`src/hdl/websocket_frame_deframer_core_assert.svh`:
```
// ----------------------------------------------------------------------------
// Assertion macros for the WebSocket deframer
// Shared concurrent assertion forms, all clocked on i_clk and held off in reset.
// ----------------------------------------------------------------------------
`ifndef WEBSOCKET_FRAME_DEFRAMER_CORE_ASSERT_SVH
`define WEBSOCKET_FRAME_DEFRAMER_CORE_ASSERT_SVH

`ifndef NO_ASSERTIONS

// Condition holds at every clock edge out of reset.
`define WSD_ASSERT(lbl, cond) \
    lbl: assert property (@(posedge i_clk) disable iff (!i_rst_n) (cond)) \
        else $error("wsd assertion failed");

// Antecedent implies consequent in the same cycle.
`define WSD_ASSERT_IMPL(lbl, ante, cons) \
    lbl: assert property (@(posedge i_clk) disable iff (!i_rst_n) \
        (ante) |-> (cons)) else $error("wsd implication failed");

// Antecedent implies consequent in the next cycle.
`define WSD_ASSERT_NEXT(lbl, ante, cons) \
    lbl: assert property (@(posedge i_clk) disable iff (!i_rst_n) \
        (ante) |=> (cons)) else $error("wsd sequence failed");

`else

`define WSD_ASSERT(lbl, cond)
`define WSD_ASSERT_IMPL(lbl, ante, cons)
`define WSD_ASSERT_NEXT(lbl, ante, cons)

`endif

`endif

```
`src/hdl/wsd_pkg.sv`:
```
// ----------------------------------------------------------------------------
// wsd_pkg
// Types and codes shared by the WebSocket deframer modules.
// ----------------------------------------------------------------------------
`default_nettype none

package wsd_pkg;

    // Result kinds
    localparam logic [1:0] KIND_DATA  = 2'd0;
    localparam logic [1:0] KIND_PONG  = 2'd1;
    localparam logic [1:0] KIND_CLOSE = 2'd2;
    localparam logic [1:0] KIND_ERROR = 2'd3;

    // Error codes
    localparam logic [2:0] ERR_LEN64   = 3'd0;
    localparam logic [2:0] ERR_TOOLONG = 3'd1;
    localparam logic [2:0] ERR_FRAG    = 3'd2;
    localparam logic [2:0] ERR_UNMASK  = 3'd3;
    localparam logic [2:0] ERR_NOTOPEN = 3'd4;

    // Opcodes
    localparam logic [3:0] OP_TEXT   = 4'h1;
    localparam logic [3:0] OP_BINARY = 4'h2;
    localparam logic [3:0] OP_CLOSE  = 4'h8;
    localparam logic [3:0] OP_PING   = 4'h9;

    // Length codes of the second header byte
    localparam logic [6:0] LEN_CODE_EXT16 = 7'd126;
    localparam logic [6:0] LEN_CODE_EXT64 = 7'd127;

    // Register map
    localparam int unsigned  APB_ADDR_W      = 3;
    localparam int unsigned  APB_DATA_W      = 32;
    localparam logic         REG_MAX_PAYLOAD = 1'b0;
    localparam logic         REG_LINK_OPEN   = 1'b1;
    localparam logic [15:0]  MAX_PAYLOAD_RST = 16'd4096;

    typedef struct packed {
        logic [15:0] max_payload;
        logic        link_open;
    } t_cfg;

    typedef struct packed {
        logic [1:0] kind;
        logic [7:0] data;
        logic       is_binary;
        logic       last;
        logic [2:0] error_code;
    } t_result;

endpackage

`default_nettype wire

```
`src/hdl/wsd_cfg.sv`:
```
// ----------------------------------------------------------------------------
// wsd_cfg
// APB register file: payload limit and link-open switch.
// ----------------------------------------------------------------------------
`default_nettype none

module wsd_cfg import wsd_pkg::*; (
    input  wire logic                  i_clk,
    input  wire logic                  i_rst_n,
    input  wire logic                  psel,
    input  wire logic                  penable,
    input  wire logic                  pwrite,
    input  wire logic [APB_ADDR_W-1:0] paddr,
    input  wire logic [APB_DATA_W-1:0] pwdata,
    output logic      [APB_DATA_W-1:0] prdata,
    output logic                       pready,
    output t_cfg                       o_cfg
);

    logic [15:0] r_max_payload;
    logic        r_link_open;
    logic        w_wr;
    logic        w_idx;

    assign pready = 1'b1;
    assign w_wr   = psel & penable & pwrite;
    assign w_idx  = paddr[2];

    always_ff @(posedge i_clk) begin
        if (!i_rst_n) begin
            r_max_payload <= MAX_PAYLOAD_RST;
            r_link_open   <= 1'b0;
        end else if (w_wr) begin
            unique case (w_idx)
                REG_MAX_PAYLOAD: r_max_payload <= pwdata[15:0];
                REG_LINK_OPEN:   r_link_open   <= pwdata[0];
                default:         r_link_open   <= r_link_open;
            endcase
        end
    end

    always_comb begin
        prdata = '0;
        unique case (w_idx)
            REG_MAX_PAYLOAD: prdata[15:0] = r_max_payload;
            REG_LINK_OPEN:   prdata[0]    = r_link_open;
            default:         prdata       = '0;
        endcase
    end

    assign o_cfg.max_payload = r_max_payload;
    assign o_cfg.link_open   = r_link_open;

endmodule

`default_nettype wire

```
`src/hdl/wsd_parse.sv`:
```
// ----------------------------------------------------------------------------
// wsd_parse
// Frame header state machine and payload unmasking, one byte per step.
// ----------------------------------------------------------------------------
`default_nettype none

`include "websocket_frame_deframer_core_assert.svh"

module wsd_parse import wsd_pkg::*; (
    input  wire logic       i_clk,
    input  wire logic       i_rst_n,
    input  wire t_cfg       i_cfg,
    input  wire logic       i_step,
    input  wire logic [7:0] i_byte,
    output logic            o_res_valid,
    output t_result         o_res
);

    typedef enum logic [3:0] {
        PH_HDR0, PH_HDR1, PH_EXT_HI, PH_EXT_LO,
        PH_MASK0, PH_MASK1, PH_MASK2, PH_MASK3,
        PH_PAYLOAD, PH_CLOSED, PH_ERR
    } t_phase;

    t_phase      r_phase,     n_phase;
    logic [2:0]  r_err,       n_err;
    logic [3:0]  r_opcode,    n_opcode;
    logic        r_fin,       n_fin;
    logic        r_mask_bit,  n_mask_bit;
    logic [7:0]  r_len_hi,    n_len_hi;
    logic [15:0] r_bytes_left, n_bytes_left;
    logic [31:0] r_mask_key,  n_mask_key;
    logic [1:0]  r_mask_pos,  n_mask_pos;

    logic        w_len_known;
    logic        w_frame_end;
    logic [15:0] w_len;
    logic        w_mask;
    logic [7:0]  w_key;
    logic        w_is_last;

    // Length and mask bit come straight from the byte on a short header
    assign w_len  = (r_phase == PH_HDR1) ? {9'd0, i_byte[6:0]} : {r_len_hi, i_byte};
    assign w_mask = (r_phase == PH_HDR1) ? i_byte[7] : r_mask_bit;
    assign w_key  = r_mask_key[{~r_mask_pos, 3'b111} -: 8];
    assign w_is_last = (r_bytes_left <= 16'd1);

    always_comb begin
        n_phase      = r_phase;
        n_err        = r_err;
        n_opcode     = r_opcode;
        n_fin        = r_fin;
        n_mask_bit   = r_mask_bit;
        n_len_hi     = r_len_hi;
        n_bytes_left = r_bytes_left;
        n_mask_key   = r_mask_key;
        n_mask_pos   = r_mask_pos;
        w_len_known  = 1'b0;
        w_frame_end  = 1'b0;
        o_res_valid  = 1'b0;
        o_res        = '0;

        if (!i_cfg.link_open) begin
            // Reject without touching the state
            o_res_valid      = 1'b1;
            o_res.kind       = KIND_ERROR;
            o_res.error_code = ERR_NOTOPEN;
        end else begin
            unique case (r_phase)
                PH_ERR: begin
                    o_res_valid      = 1'b1;
                    o_res.kind       = KIND_ERROR;
                    o_res.error_code = r_err;
                end
                PH_HDR0: begin
                    n_opcode = i_byte[3:0];
                    n_fin    = i_byte[7];
                    n_phase  = PH_HDR1;
                end
                PH_HDR1: begin
                    n_mask_bit = i_byte[7];
                    if (i_byte[6:0] == LEN_CODE_EXT64) begin
                        n_phase          = PH_ERR;
                        n_err            = ERR_LEN64;
                        o_res_valid      = 1'b1;
                        o_res.kind       = KIND_ERROR;
                        o_res.error_code = ERR_LEN64;
                    end else if (i_byte[6:0] == LEN_CODE_EXT16) begin
                        n_len_hi = 8'd0;
                        n_phase  = PH_EXT_HI;
                    end else begin
                        w_len_known = 1'b1;
                    end
                end
                PH_EXT_HI: begin
                    n_len_hi = i_byte;
                    n_phase  = PH_EXT_LO;
                end
                PH_EXT_LO: w_len_known = 1'b1;
                PH_MASK0: begin
                    n_mask_key = {r_mask_key[23:0], i_byte};
                    n_phase    = PH_MASK1;
                end
                PH_MASK1: begin
                    n_mask_key = {r_mask_key[23:0], i_byte};
                    n_phase    = PH_MASK2;
                end
                PH_MASK2: begin
                    n_mask_key = {r_mask_key[23:0], i_byte};
                    n_phase    = PH_MASK3;
                end
                PH_MASK3: begin
                    n_mask_key = {r_mask_key[23:0], i_byte};
                    n_mask_pos = 2'd0;
                    if (r_bytes_left == 16'd0) begin
                        w_frame_end = 1'b1;
                    end else begin
                        n_phase = PH_PAYLOAD;
                    end
                end
                PH_PAYLOAD: begin
                    n_mask_pos   = r_mask_pos + 2'd1;
                    n_bytes_left = r_bytes_left - 16'd1;
                    if (r_opcode == OP_TEXT || r_opcode == OP_BINARY) begin
                        o_res_valid     = 1'b1;
                        o_res.kind      = KIND_DATA;
                        o_res.data      = i_byte ^ w_key;
                        o_res.is_binary = (r_opcode == OP_BINARY);
                        o_res.last      = w_is_last;
                        if (w_is_last) begin
                            n_phase = PH_HDR0;
                        end
                    end else if (w_is_last) begin
                        w_frame_end = 1'b1;
                    end
                end
                PH_CLOSED: n_phase = PH_CLOSED;
                default:   n_phase = r_phase;
            endcase

            // Header checks in fixed order once the length is in hand
            if (w_len_known) begin
                priority if (w_len > i_cfg.max_payload) begin
                    n_err = ERR_TOOLONG;
                end else if (!r_fin) begin
                    n_err = ERR_FRAG;
                end else if (!w_mask) begin
                    n_err = ERR_UNMASK;
                end else begin
                    n_err = r_err;
                end
                if (w_len > i_cfg.max_payload || !r_fin || !w_mask) begin
                    n_phase          = PH_ERR;
                    o_res_valid      = 1'b1;
                    o_res.kind       = KIND_ERROR;
                    o_res.error_code = n_err;
                end else begin
                    n_bytes_left = w_len;
                    n_phase      = PH_MASK0;
                end
            end

            if (w_frame_end) begin
                n_phase = PH_HDR0;
                if (r_opcode == OP_PING) begin
                    o_res_valid = 1'b1;
                    o_res.kind  = KIND_PONG;
                end else if (r_opcode == OP_CLOSE) begin
                    n_phase     = PH_CLOSED;
                    o_res_valid = 1'b1;
                    o_res.kind  = KIND_CLOSE;
                end
            end
        end
    end

    always_ff @(posedge i_clk) begin
        if (!i_rst_n) begin
            r_phase      <= PH_HDR0;
            r_err        <= ERR_LEN64;
            r_opcode     <= 4'd0;
            r_fin        <= 1'b0;
            r_mask_bit   <= 1'b0;
            r_len_hi     <= 8'd0;
            r_bytes_left <= 16'd0;
            r_mask_key   <= 32'd0;
            r_mask_pos   <= 2'd0;
        end else if (i_step) begin
            r_phase      <= n_phase;
            r_err        <= n_err;
            r_opcode     <= n_opcode;
            r_fin        <= n_fin;
            r_mask_bit   <= n_mask_bit;
            r_len_hi     <= n_len_hi;
            r_bytes_left <= n_bytes_left;
            r_mask_key   <= n_mask_key;
            r_mask_pos   <= n_mask_pos;
        end
    end

    // Close halts for good; errors stick with their code
    `WSD_ASSERT_NEXT(a_closed_sticky, r_phase == PH_CLOSED, r_phase == PH_CLOSED)
    `WSD_ASSERT_NEXT(a_err_sticky, r_phase == PH_ERR, r_phase == PH_ERR && $stable(r_err))
    `WSD_ASSERT_IMPL(a_payload_nonzero, r_phase == PH_PAYLOAD, r_bytes_left != 16'd0)
    `WSD_ASSERT_IMPL(a_err_code_range, r_phase == PH_ERR, r_err != ERR_NOTOPEN)

endmodule

`default_nettype wire

```
`src/hdl/websocket_frame_deframer_core.sv`:
```
// ----------------------------------------------------------------------------
// websocket_frame_deframer_core
// WebSocket client-to-server receive deframer with APB configuration.
// ----------------------------------------------------------------------------
// Bytes enter on the rx channel, one per transaction, and are parsed through
// the frame header (opcode, mask bit, 7-bit or 16-bit length, 4-byte mask key)
// with text and binary payload unmasked and returned one result per byte.
// Pings produce a pong request after the last byte, a close is reported and
// halts the block, and header errors stick until reset. The block takes one
// byte every cycle while results are taken: a byte is held in the input
// register, passes the header state machine and unmask XOR, and lands in the
// result register, and a stalled result holds one more byte in the input
// register. Configuration writes must be made while the block is idle.
// ----------------------------------------------------------------------------
`default_nettype none

module websocket_frame_deframer_core import wsd_pkg::*; (
    input  wire logic                  i_clk,
    input  wire logic                  i_rst_n,
    // APB configuration
    input  wire logic                  psel,
    input  wire logic                  penable,
    input  wire logic                  pwrite,
    input  wire logic [APB_ADDR_W-1:0] paddr,
    input  wire logic [APB_DATA_W-1:0] pwdata,
    output logic      [APB_DATA_W-1:0] prdata,
    output logic                       pready,
    // Received bytes
    input  wire logic                  i_rx_valid,
    output logic                       o_rx_ready,
    input  wire logic [7:0]            i_rx_byte,
    // Results
    output logic                       o_res_valid,
    input  wire logic                  i_res_ready,
    output logic      [1:0]            o_kind,
    output logic      [7:0]            o_data,
    output logic                       o_is_binary,
    output logic                       o_last,
    output logic      [2:0]            o_error_code
);

    t_cfg    w_cfg;
    t_result w_res;
    logic    w_res_valid;
    logic    w_step;

    logic       r_in_valid;
    logic [7:0] r_in_byte;
    logic       r_out_valid;
    t_result    r_out;

    wsd_cfg u_cfg (
        .i_clk   (i_clk),
        .i_rst_n (i_rst_n),
        .psel    (psel),
        .penable (penable),
        .pwrite  (pwrite),
        .paddr   (paddr),
        .pwdata  (pwdata),
        .prdata  (prdata),
        .pready  (pready),
        .o_cfg   (w_cfg)
    );

    // Advance the held byte when the result slot is free or draining
    assign w_step     = r_in_valid & (~r_out_valid | i_res_ready);
    assign o_rx_ready = ~r_in_valid | w_step;

    wsd_parse u_parse (
        .i_clk       (i_clk),
        .i_rst_n     (i_rst_n),
        .i_cfg       (w_cfg),
        .i_step      (w_step),
        .i_byte      (r_in_byte),
        .o_res_valid (w_res_valid),
        .o_res       (w_res)
    );

    always_ff @(posedge i_clk) begin
        if (!i_rst_n) begin
            r_in_valid  <= 1'b0;
            r_out_valid <= 1'b0;
        end else begin
            if (i_rx_valid && o_rx_ready) begin
                r_in_valid <= 1'b1;
            end else if (w_step) begin
                r_in_valid <= 1'b0;
            end
            if (w_step) begin
                r_out_valid <= w_res_valid;
            end else if (i_res_ready) begin
                r_out_valid <= 1'b0;
            end
        end
    end

    always_ff @(posedge i_clk) begin
        if (i_rx_valid && o_rx_ready) begin
            r_in_byte <= i_rx_byte;
        end
        if (w_step && w_res_valid) begin
            r_out <= w_res;
        end
    end

    assign o_res_valid  = r_out_valid;
    assign o_kind       = r_out.kind;
    assign o_data       = r_out.data;
    assign o_is_binary  = r_out.is_binary;
    assign o_last       = r_out.last;
    assign o_error_code = r_out.error_code;

endmodule

`default_nettype wire
```
`config.mk`:
```
export PLATFORM = sky130hd
export DESIGN_NAME = websocket_frame_deframer_core
export DESIGN_NICKNAME = d
export VERILOG_FILES = /design/src/hdl/wsd_pkg.sv /design/src/hdl/wsd_cfg.sv /design/src/hdl/wsd_parse.sv /design/src/hdl/websocket_frame_deframer_core.sv
export VERILOG_INCLUDE_DIRS = /design/src /design/src/hdl
export SDC_FILE = /design/constraint.sdc
export NUM_CORES = 1
export LEC_CHECK = 0
export BUFFER_PORTS_ARGS = -buffer_cell sky130_fd_sc_hd__buf_4
export CORE_AREA = 3 3 82 142
export DETAILED_ROUTE_END_ITERATION = 7
export DIE_AREA = 0 0 85 145
export GPL_TIMING_DRIVEN = 0
export PLACE_DENSITY = 0.77
export SETUP_SLACK_MARGIN = 0.5
export SLEW_MARGIN = 20
export SYNTH_ARGS = -nofsm -noshare
export SYNTH_HDL_FRONTEND = slang
export SYNTH_SLANG_ARGS = --single-unit
```
`constraint.sdc`:
```
create_clock -name i_clk -period 4.5 [get_ports i_clk]
set_input_delay 0.225 -clock i_clk [delete_from_list [all_inputs] [get_ports i_clk]]
set_output_delay 0.225 -clock i_clk [all_outputs]
set_load 0.005 [all_outputs]
```
==> qor.csv, run 1 <==
stage,metric,value,unit
drt,dr.first_iter.drc_count,471,
setup_path,crit_type,reg -> reg,
yosys,ys_types,66,
run,max_cap_viol_count,0,
hold_path,min_path_type,in -> reg,
global_route,grt_overflow,0,
drt,ant_nets,0,
setup_path,path_cells,or2_2 -> or2_2 -> clkbuf_1 -> buf_2 -> and2_1 -> ha_1 -> nand4_1 -> or3_1 -> or2_2 -> o31ai_4 -> nand2_4 -> a21oi_4 -> a31oi_4 -> buf_12,
yosys,netlist_area,5760,sq um
floorplan,start_util,53.8,%
timing,rsz0062_at_grt,false,
yosys,ys_ff_latch,113,
timing,max_slew_margin,40.2,%
clock_tree,clock_latency,0.41,ns
yosys,synth_ff_type,dfxtp_1,
floorplan,top_level_ports,100,
yosys,yosysTopAreaCell,dfxtp_1,
setup_path,regToRegSetupSlack,0.66,ns
global_route,grt_pass1_wl,26200,um
drt,vias,5433,
global_route,antenna_found_initial,1,
setup_path,crit_buf_inv,3,
final_layout,final_util,67.7,%
floorplan,core_area,10700,sq um
final_layout,layout_commonest_cell,nand2_1,
final_layout,layout.nets,854,
final_layout,antenna_cells,0,
clock_tree,htree_levels,4,
timing,hold_viol,0,
timing,setup_viol,0,
clock_tree,clock_path_buffers,2,
clock_tree,cts_tree,built,
setup_path,worstPathArrival,4.02,ns
timing,clock_skew,0.00751,ns
placement,dp_hpwl,11500,um
setup_path,cp_common_cell,or2_2,
clock_tree,clock-root-buffer,clkbuf_16,
floorplan,fp.dieArea,12300,sq um
drt,avgViaCountPerCell,5.85,
run_status,status,"finished, final reports clean",
global_route,grt_max_degree,17,
timing,fin_setup_tns,0,ns
drt,wl,16400,um
setup_path,critPathTopFamily,simple AND/OR/NAND/NOR gates,
clock_tree,clk_pin_slew,0.05,ns
setup_path,cp_max_fo,14,
floorplan,fp-row-count,50,
timing,fmax,260,MHz
clock_tree,clock_sinks,113,
timing,period_share,85.4,%
drt,wl_per_cell,17.7,um
yosys,synth_area_per_cell,8.46,sq um
setup_path,crit_path_start_kind,register,
power,power.density,360,nW/um^2
floorplan,die_w,85,um
floorplan,die_h,145,um
global_route,grt_pass1_vias,5341,
final_layout,final_cell_mix,"118 x nand2_1, 90 x dfxtp_1, 81 x buf_4, 76 x a21oi_1, 65 x nor2_1",
yosys,synthesis.instances,680,
final_layout,synthToLayoutAreaGrowth,25.9,%
yosys,async_reset_ff_share,0,%
setup_path,cp-end-kind,register,
yosys,synth-edff-count,23,
setup_path,crit_path_top_delay_cell,or3_1,
placement,portBuffers,63,
yosys,ys_seq_area_share,43.3,%
setup_path,cp.required,4.67,ns
power,vdd_ir_drop_max,0.321,mV
drt,drt_pass1_iterations,7,
setup_path,cp_slowest_stage_delay,0.41,ns
placement,gp_congestion,0.958,
yosys,synth_top_cell_area_share,31.3,%
timing,final.min_clock_period,3.84,ns
drt,drcViolationCount,0,
global_route,grtUsageTotal,27.0,%
yosys,synth_warnings,0,
timing,worst_slew_pin_slew,0.889,ns
timing,drv_slew,0,
clock_tree,numCtsBuffers,17,
timing,whs,0.0285,ns
power,power_leakage,2.64,nW
yosys,synthTopCellsByArea,"dfxtp_1 31%, edfxtp_1 12%, nand2_1 7.8%",
final_layout,drive_above_1_share,18.8,%
==> registers in the layout (all words and copies together) (netlist names), 2 cells and up <==
name                  cells
o_data                    8
o_error_code              3
o_kind                    2
r_in_byte                 8
u_cfg.r_max_payload      16
u_parse.r_bytes_left     16
u_parse.r_err             3
u_parse.r_len_hi          8
u_parse.r_mask_key       32
u_parse.r_mask_pos        2
u_parse.r_opcode          4
u_parse.r_phase           4
==> area by class of cell <==
type / instances / area (sq um)
Multi-Input combinational cell: 501 / 3020
Fill cell: 864 / 3450
Sequential cell: 113 / 2490
Clock inverter: 11 / 129
Inverter: 24 / 90.1
Tap cell: 130 / 163
Timing Repair Buffer: 72 / 573
Buffer: 57 / 298
Clock buffer: 21 / 482
==> worst min-delay path: stages <==
cell     delay (ns)
buf_4          0.09
a21oi_1        0.03
nor2_1         0.06
==> path summary, 6_finish.rpt <==
path	startpoint	end	cells after the start
setup / recovery	u_parse.r_phase[2]	o_data[5]	14
setup reg to reg	u_parse.r_phase[2]	o_data[5]	14
hold / removal	i_rx_valid	r_in_valid	3
hold reg to reg	u_parse.r_err[2]	u_parse.r_err[2]	2
==> cell usage after synthesis (all sizes together) (4+ instances only) <==
cell,instances
mux2i,7
or3,8
nand4,10
edfxtp,23
ha,18
mux4,8
dfxtp,90
xnor2,9
nor2,65
a31oi,10
nand3,17
and3,5
or2,11
a22oi,11
nor4,4
nor2b,6
o211ai,4
inv,24
and2,11
a21oi,77
nor3,11
buf,25
nand2,120
clkbuf,32
nand2b,4
o21ai,21
==> timing repair <==
action / 4_1_cts / 5_1_grt
buffers inserted: 0 / 1
hold endpoints to repair: 8 / 0
resized for setup: 7 / 13
pin swaps: 1 / 2
setup endpoints to repair: 28 / 31
hold buffers: 8 / 0
==> report_power, final <==
part	switching (W)	internal, W	leakage, nW
clock network	0.000491	0.000879	0.283
logic	0.0000936	0.0000762	1.42
registers	0.0000214	0.00105	0.940
==> per-stage QoR <==
step                power (W)  cells  area, sq um  setup slack [ns]
global route          0.00268    929         7250             0.505
global placement      0.00124    888         6450            -0.169
detailed placement    0.00125    888         6460            0.0677
floorplan             0.00118    695         5810             0.530
finish                0.00261    929         7250             0.656
CTS                   0.00261    928         7180             0.490
==> logic make-up after synthesis <==
group | Yosys count | share of synthesized area (%)
compound gates | 156 | 16.3
flops | 113 | 43.3
other cells | 2 | 0.130
buf+inv | 81 | 6.65
xor+xnor | 9 | 1.37
fa+ha+maj | 18 | 3.91
simple gates | 285 | 23.8
mux | 16 | 4.54
==> routing by layer <==
| metal | wire (um) | global-route usage [%] | vias up |
|---|---|---|---|
| li1 | - | - | 2577 |
| met1 | 5900 | 29.7 | 2512 |
| met2 | 8360 | 45.2 | 267 |
| met3 | 1160 | 5.85 | 75 |
| met4 | 1010 | 18.5 | 2 |
| met5 | 9 | 0 | - |
Note: power is estimated with default switching activity, not from simulation.
==> inputs of run 2 (changes only) <==
ABC_AREA = 1   (was default)
CORE_AREA = 3 3 85 147   (was 3 3 82 142)
DIE_AREA = 0 0 88 150   (was 0 0 85 145)
HOLD_SLACK_MARGIN = 0.06   (was default)
PLACE_DENSITY = 0.76   (was 0.77)
==> run 2 against run 1 <==
Net effect:
- critical path type unchanged
- die area is 7.1% higher
- highest routed layer is now met4
- maximum frequency is 13% higher
- worst hold slack better by 0.065 ns
- non-clock buffer count is 8 lower
- register-to-register slack better by 0.45 ns
- utilization is 2.3 points lower
- first-iteration DRC count is 17% lower
==> qor.csv, run 2 <==
stage,metric,value,unit
final_layout,regMostFlops,u_parse.r_mask_key,
drt,avgViaCountPerCell,5.46,
yosys,synth_warnings,0,
timing,period_share,75.4,%
final_layout,final_cell_mix,"128 x nand2_1, 112 x nor2_1, 90 x dfxtp_1, 86 x a21oi_1, 80 x buf_4",
drt,ant_nets,0,
timing,setup_viol,0,
floorplan,die_w,88,um
final_layout,stdcell_count,1073,
global_route,grtUsageTotal,28.0,%
clock_tree,cts_resized,0,
run,max_cap_viol_count,0,
setup_path,ff2ff_path_depth,17,
yosys,ys_types,51,
clock_tree,cts_tree,built,
final_layout,finalInstanceArea,7530,sq um
final_layout,drive_above_1_share,19.3,%
global_route,grt_max_degree,17,
setup_path,worstPathArrival,3.44,ns
hold_path,holdPathEnd,u_cfg.r_max_payload[2],
yosys,synthTopCellsByArea,"dfxtp_1 29%, edfxtp_1 11%, nand2_1 7.8%",
final_layout,layout.nets,993,
timing,fmax,295,MHz
timing,clock_skew,0.0135,ns
global_route,grt_overflow,0,
setup_path,path_cells,inv_2 -> nand2_2 -> inv_4 -> nand2_8 -> inv_8 -> nor2_1 -> ha_1 -> nand4_1 -> nor3_1 -> nand2_1 -> nand2_1 -> nand2_1 -> nand2_1 -> nand2_1 -> nand3_1 -> nand2_1 -> inv_1,
setup_path,crit_path_start_kind,register,
yosys,netlist_area,6180,sq um
timing,max_slew_margin,51.1,%
clock_tree,clock_sinks,113,
floorplan,start_util,53.7,%
hold_path,hold_start,pwdata[2],
timing,worst_slew_pin_slew,0.733,ns
setup_path,cp_common_cell,nand2_1,
drt,dr.first_iter.drc_count,389,
setup_path,crit_type,reg -> reg,
yosys,synth_mux_area_share,0,%
placement,gp_congestion,0.865,
drt,drcViolationCount,0,
final_layout,final_util,65.4,%
floorplan,core_area,11500,sq um
placement,dp_hpwl,12900,um
power,vdd_ir_drop_max,0.361,mV
setup_path,regToRegSetupSlack,1.11,ns
placement,dpl.cell_count,1031,
yosys,async_reset_ff_share,0,%
clock_tree,clock_path_buffers,2,
hold_path,min_path_cells,3,
yosys,synth-simple-area-share,26.7,%
global_route,antenna_found_initial,0,
clock_tree,post_cts_buffers,0,
global_route,grt_pass1_vias,5880,
timing,final.min_clock_period,3.39,ns
placement,portBuffers,63,
power,p_switching,0.000561,W
setup_path,r2r-end,o_data[2],
placement,placed_area,6880,sq um
timing,fin_setup_tns,0,ns
floorplan,top_level_ports,100,
floorplan,die_h,150,um
final_layout,synthToLayoutAreaGrowth,21.8,%
power,p_comb_share,6.5,%
final_layout,layout_commonest_cell,nand2_1,
drt,wl,17600,um
hold_path,min_path_type,in -> reg,
setup_path,cp_max_fo,15,
clock_tree,clock-root-buffer,clkbuf_16,
global_route,grt_pass1_wl,28200,um
yosys,synth_compound_area_share,17.1,%
yosys,synthTopCellsByCount,"128 x nand2_1, 112 x nor2_1, 90 x dfxtp_1, 86 x a21oi_1, 79 x inv_1",
floorplan,fp-row-count,52,
setup_path,r2r-start,u_parse.r_phase[1],
clock_tree,htree_levels,4,
power,p_int,0.00194,W
setup_path,cp_slowest_stage_delay,0.50,ns
drt,wl_per_cell,16.4,um
yosys,synth_area_per_cell,7.56,sq um
final_layout,top_regs,"u_parse.r_mask_key: 32 flops, u_cfg.r_max_payload: 16 flops, u_parse.r_bytes_left: 16 flops",
yosys,synth-edff-count,23,
power,switching_share,22.4,%
final_layout,antenna_cells,0,
setup_path,cp-end-kind,register,
yosys,ys_seq_area_share,40.3,%
setup_path,cp.required,4.54,ns
setup_path,crit_path_top_delay_cell,inv_1,
final_layout,largest_reg_flops,32,
yosys,yosysTopAreaCell,dfxtp_1,
clock_tree,numCtsBuffers,17,
power,pwr-share-clk,50.9,%
yosys,synth-xor-area-share,2.13,%
clock_tree,clock_latency,0.42,ns
run_status,status,"finished, final reports clean",
yosys,synthesis.instances,818,
power,power.density,333,nW/um^2
drt,drt_pass1_iterations,7,
drt,vias,5860,
timing,hold_viol,0,
yosys,synth_ff_type,dfxtp_1,
power,power_leakage,3.38,nW
yosys,ys_ff_latch,113,
timing,rsz0062_at_grt,false,
power,seqPwrFrac,42.6,%
yosys,synth_top_family_by_area,simple AND/OR/NAND/NOR gates,
timing,drv_slew,0,
yosys,synth_fa_ha_area_share,3.64,%
yosys,yosysMostFrequentCell,nand2_1,
floorplan,fp.dieArea,13200,sq um
clock_tree,clk_pin_slew,0.06,ns
yosys,synth_top_cell_area_share,29.1,%
==> run 2: cell types whose count changed in the layout (fill, tap and decap cells not counted), moves of 10 or more <==
cell     previous run  this run
inv_1              23        79
and2_1             11         0
nor2_1             65       112
a22oi_1            11         0
a21oi_1            76        86
nand2_1           118       128
nand2_2             1        14
nand3_1            15        31
o21ai_0            20        74
==> run 2: worst max-delay path, delay by kind of cell (launching register included) <==
kind,cells,cell delay [ns]
DFF,1,0.46
buffers and inverters,4,0.68
adders and majority gates,1,0.20
and+or+nand+nor,12,1.66
==> run 2: cell type report <==
type	instances	area, sq um
clock buffer	24	462
inverter	91	354
fill	975	3990
buffer	48	263
clock inverter	8	88.8
timing repair buffer	73	573
tap	135	169
multi-input combinational	581	3130
sequential	113	2490
==> run 2: metal layers <==
| layer | vias to the layer above | GRT usage [%] | share of wire (%) |
|---|---|---|---|
| li1 | 2885 | - | - |
| met1 | 2668 | 28.0 | 36 |
| met2 | 242 | 50.8 | 54 |
| met3 | 65 | 5.67 | 5.2 |
| met4 | 0 | 17.8 | 4.8 |
| met5 | - | 0 | 0 |
==> run 2: worst max path at each step <==
stage | startpoint | slack, ns | end
2_1_floorplan | u_parse.r_phase[0] | 1.83 | o_data[0]
5_1_grt | u_parse.r_phase[1] | 0.86 | o_data[3]
3_3_place_gp | u_parse.r_phase[1] | 1.18 | o_data[7]
3_5_place_dp | u_parse.r_phase[0] | 1.16 | o_data[6]
6_report | u_parse.r_phase[1] | 1.11 | o_data[2]
4_1_cts | u_parse.r_phase[0] | 1.12 | o_data[3]
==> run 2: stage by stage <==
stage | hold WS [ns] | total power, W | worst slack (ns)
global route | 0.106 | 0.00257 | 0.862
finish | 0.0937 | 0.00250 | 1.11
detailed placement | 0.405 | 0.00124 | 1.16
global placement | 0.403 | 0.00124 | 1.18
floorplan | 0.324 | 0.00117 | 1.83
CTS | 0.0924 | 0.00250 | 1.12
==> run 2: timing repair <==
item / in CTS / in global routing
hold endpoints to repair: 10 / 0
hold buffers: 10 / 0
endpoints found under the setup margin: 0 / 0
==> run 2: cells by family after synthesis <==
group	Yosys count
AOI/OAI and AO/OA	187
other	2
xor gates and xnor gates	15
buffers and inverters	139
adders and majority gates	18
DFF	113
and+or+nand+nor	344
==> run 2: power by group through the flow <==
stage	clock, W	combinational [W]	sequential (W)
finish	0.00127	0.000164	0.00107
floorplan	0	0.0000913	0.00108
global route	0.00133	0.000181	0.00107
CTS	0.00128	0.000162	0.00107
detailed placement	0	0.000154	0.00109
global placement	0	0.000152	0.00109
==> inputs of run 3 (changes only) <==
ABC_AREA = 0   (was 1)
CORE_AREA = 3 3 82 142   (was 3 3 85 147)
DIE_AREA = 0 0 85 145   (was 0 0 88 150)
PLACE_DENSITY = 0.77   (was 0.76)
clock period = 3.4 ns   (was 4.5 ns; I/O delays follow)
==> run 3 against run 2 <==
Net effect:
- non-clock buffer count increased by 52
- maximum frequency increased by 0.59%
- utilization increased by 8.8 points
- worst setup slack got worse by 1.1 ns
- worst hold slack improved by 0.0018 ns
- via count decreased by 1.1%
- wire length increased by 4.9%
- clock power increased by 38%
- sequential power increased by 33%
- final area increased by 5.5%
- critical path type unchanged
- largest cell class unchanged
- highest routed layer unchanged
==> qor.csv, run 3 (same netlist as run 1, synthesis figures left out) <==
stage,metric,value,unit
power,seqPwrFrac,41.3,%
floorplan,start_util,53.8,%
power,vdd_ir_drop_max,0.397,mV
final_layout,final_util,74.2,%
drt,route.met2.wl,9630,um
drt,drcViolationCount,0,
timing,rsz0062_at_grt,true,
clock_tree,htree_levels,4,
power,p_switching,0.000783,W
power,power_leakage,2.92,nW
final_layout,antenna_cells,0,
final_layout,regMostFlops,u_parse.r_mask_key,
drt,route.met3.wl,1090,um
power,switching_share,22.8,%
power,p_comb_share,7.8,%
final_layout,layout_commonest_cell,nand2_1,
timing,whs,0.0955,ns
setup_path,worstPathArrival,3.56,ns
final_layout,layout.nets,898,
floorplan,die_h,145,um
setup_path,cp.required,3.58,ns
floorplan,die_w,85,um
timing,final.min_clock_period,3.37,ns
timing,drv_slew,0,
clock_tree,clock_latency,0.42,ns
final_layout,drive_above_1_share,25.6,%
drt,drt_pass1_iterations,8,
global_route,antenna_found_initial,0,
clock_tree,numCtsBuffers,17,
global_route,grt_overflow,0,
power,pwr-share-clk,50.9,%
timing,period_share,99.2,%
hold_path,min_path_type,in -> reg,
floorplan,core_area,10700,sq um
drt,avgViaCountPerCell,5.96,
timing,hold_viol,0,
final_layout,synthToLayoutAreaGrowth,38.0,%
drt,wl,18500,um
final_layout,finalInstanceArea,7940,sq um
power,p_int,0.00266,W
clock_tree,cts_tree,built,
setup_path,crit_type,reg -> reg,
floorplan,fp.dieArea,12300,sq um
clock_tree,clock_path_buffers,2,
timing,fin_setup_tns,0,ns
placement,placed_area,6630,sq um
power,power.density,434,nW/um^2
timing,max_slew_margin,17.1,%
timing,fmax,296,MHz
final_layout,top_regs,"u_parse.r_mask_key: 32 flops, u_cfg.r_max_payload: 16 flops, u_parse.r_bytes_left: 16 flops",
drt,top_layer_used,met4,
run_status,status,"finished, final reports clean",
drt,wl_per_cell,19.0,um
timing,setup_viol,0,
clock_tree,clock-root-buffer,clkbuf_16,
drt,vias,5797,
final_layout,final_cell_mix,"118 x nand2_1, 94 x buf_4, 86 x dfxtp_1, 69 x a21oi_1, 63 x nor2_1",
timing,clock_skew,0.00928,ns
global_route,grt_pass1_wl,29100,um
clock_tree,clock_sinks,113,
power,fin_total_pwr,0.00344,W
final_layout,largest_reg_flops,32,
drt,ant_nets,0,
clock_tree,clk_pin_slew,0.06,ns
setup_path,crit_path_start_kind,register,
placement,gp_congestion,0.915,
run,max_cap_viol_count,0,
timing,worst_slew_pin_slew,1.23,ns
drt,dr.first_iter.drc_count,456,
global_route,grtUsageTotal,29.9,%
drt,wl_met1,6300,um
placement,portBuffers,63,
global_route,grt_max_degree,17,
floorplan,fp-row-count,50,
setup_path,cp_max_fo,7,
floorplan,top_level_ports,100,
global_route,grt_pass1_vias,6043,
setup_path,cp-end-kind,register,
placement,dp_hpwl,12000,um
run 3: cell count changes in the layout (fill, tap and decap cells not counted), sizes merged, moves of 15 or more:
| cell | previous run | this run |
|---|---|---|
| buf | 91 | 116 |
| a21oi | 95 | 77 |
| o21ai | 76 | 21 |
| nand3 | 40 | 17 |
| inv | 89 | 24 |
| dlygate4sd3 | 10 | 25 |
| nor2 | 122 | 65 |
| nand2 | 145 | 120 |
run 3: final cells by class:
class	count	area [sq um]
Timing Repair Buffer	116	1010
Clock buffer	23	479
Buffer	57	337
Multi-Input combinational cell	501	3260
Clock inverter	9	106
Tap cell	130	163
Sequential cell	113	2500
Inverter	24	90.1
Fill cell	741	2760
run 3: path summary, 6_finish.rpt:
kind | start | to | slack, ns | cells after the start
min | i_rst_n | u_parse.r_bytes_left[6] | 0.1 | 3
max reg2reg | u_parse.r_phase[0] | o_is_binary | 0.03 | 14
max | u_parse.r_phase[0] | o_is_binary | 0.03 | 14
min reg2reg | u_parse.r_err[2] | u_parse.r_err[2] | 0.45 | 2
run 3: what timing repair did:
item,CTS,global route
setup buffers,20,6
hold buffers,25,0
gates resized for setup,34,21
endpoints found under the hold margin,26,0
pin swaps,11,21
gates cloned,2,0
setup endpoints to repair,42,43
run 3: metal layers:
metal	up-vias	GRT usage [%]
met4	0	21.3
met2	273	52.6
met1	2749	30.5
met5	-	0
li1	2656	-
met3	119	6.02
run 3: worst max-delay path, stage by stage, from the launching register on:
cell	delay, ns
dfxtp_2	0.32
or2b_4	0.27
or2_4	0.24
buf_8	0.13
clkbuf_16	0.15
and2_4	0.16
ha_4	0.26
nand4_1	0.13
or3_4	0.43
or2_4	0.26
o31ai_4	0.09
nand2_4	0.11
a21oi_4	0.22
a31oi_4	0.15
clkbuf_16	0.22
run 3: power by group through the flow:
stage          combinational [W]  sequential [W]  clock [W]
5_1_grt                 0.000291         0.00142    0.00182
4_1_cts                 0.000259         0.00142    0.00176
2_1_floorplan           0.000130         0.00144          0
3_5_place_dp            0.000214         0.00145          0
6_report                0.000269         0.00142    0.00175
3_3_place_gp            0.000210         0.00145          0
run 3: metrics by stage:
stage               setup WS, ns  instances
CTS                       0.0334        967
global route             -0.0811        973
global placement          -0.154        888
detailed placement        -0.211        888
floorplan                  0.236        695
finish                    0.0258        973
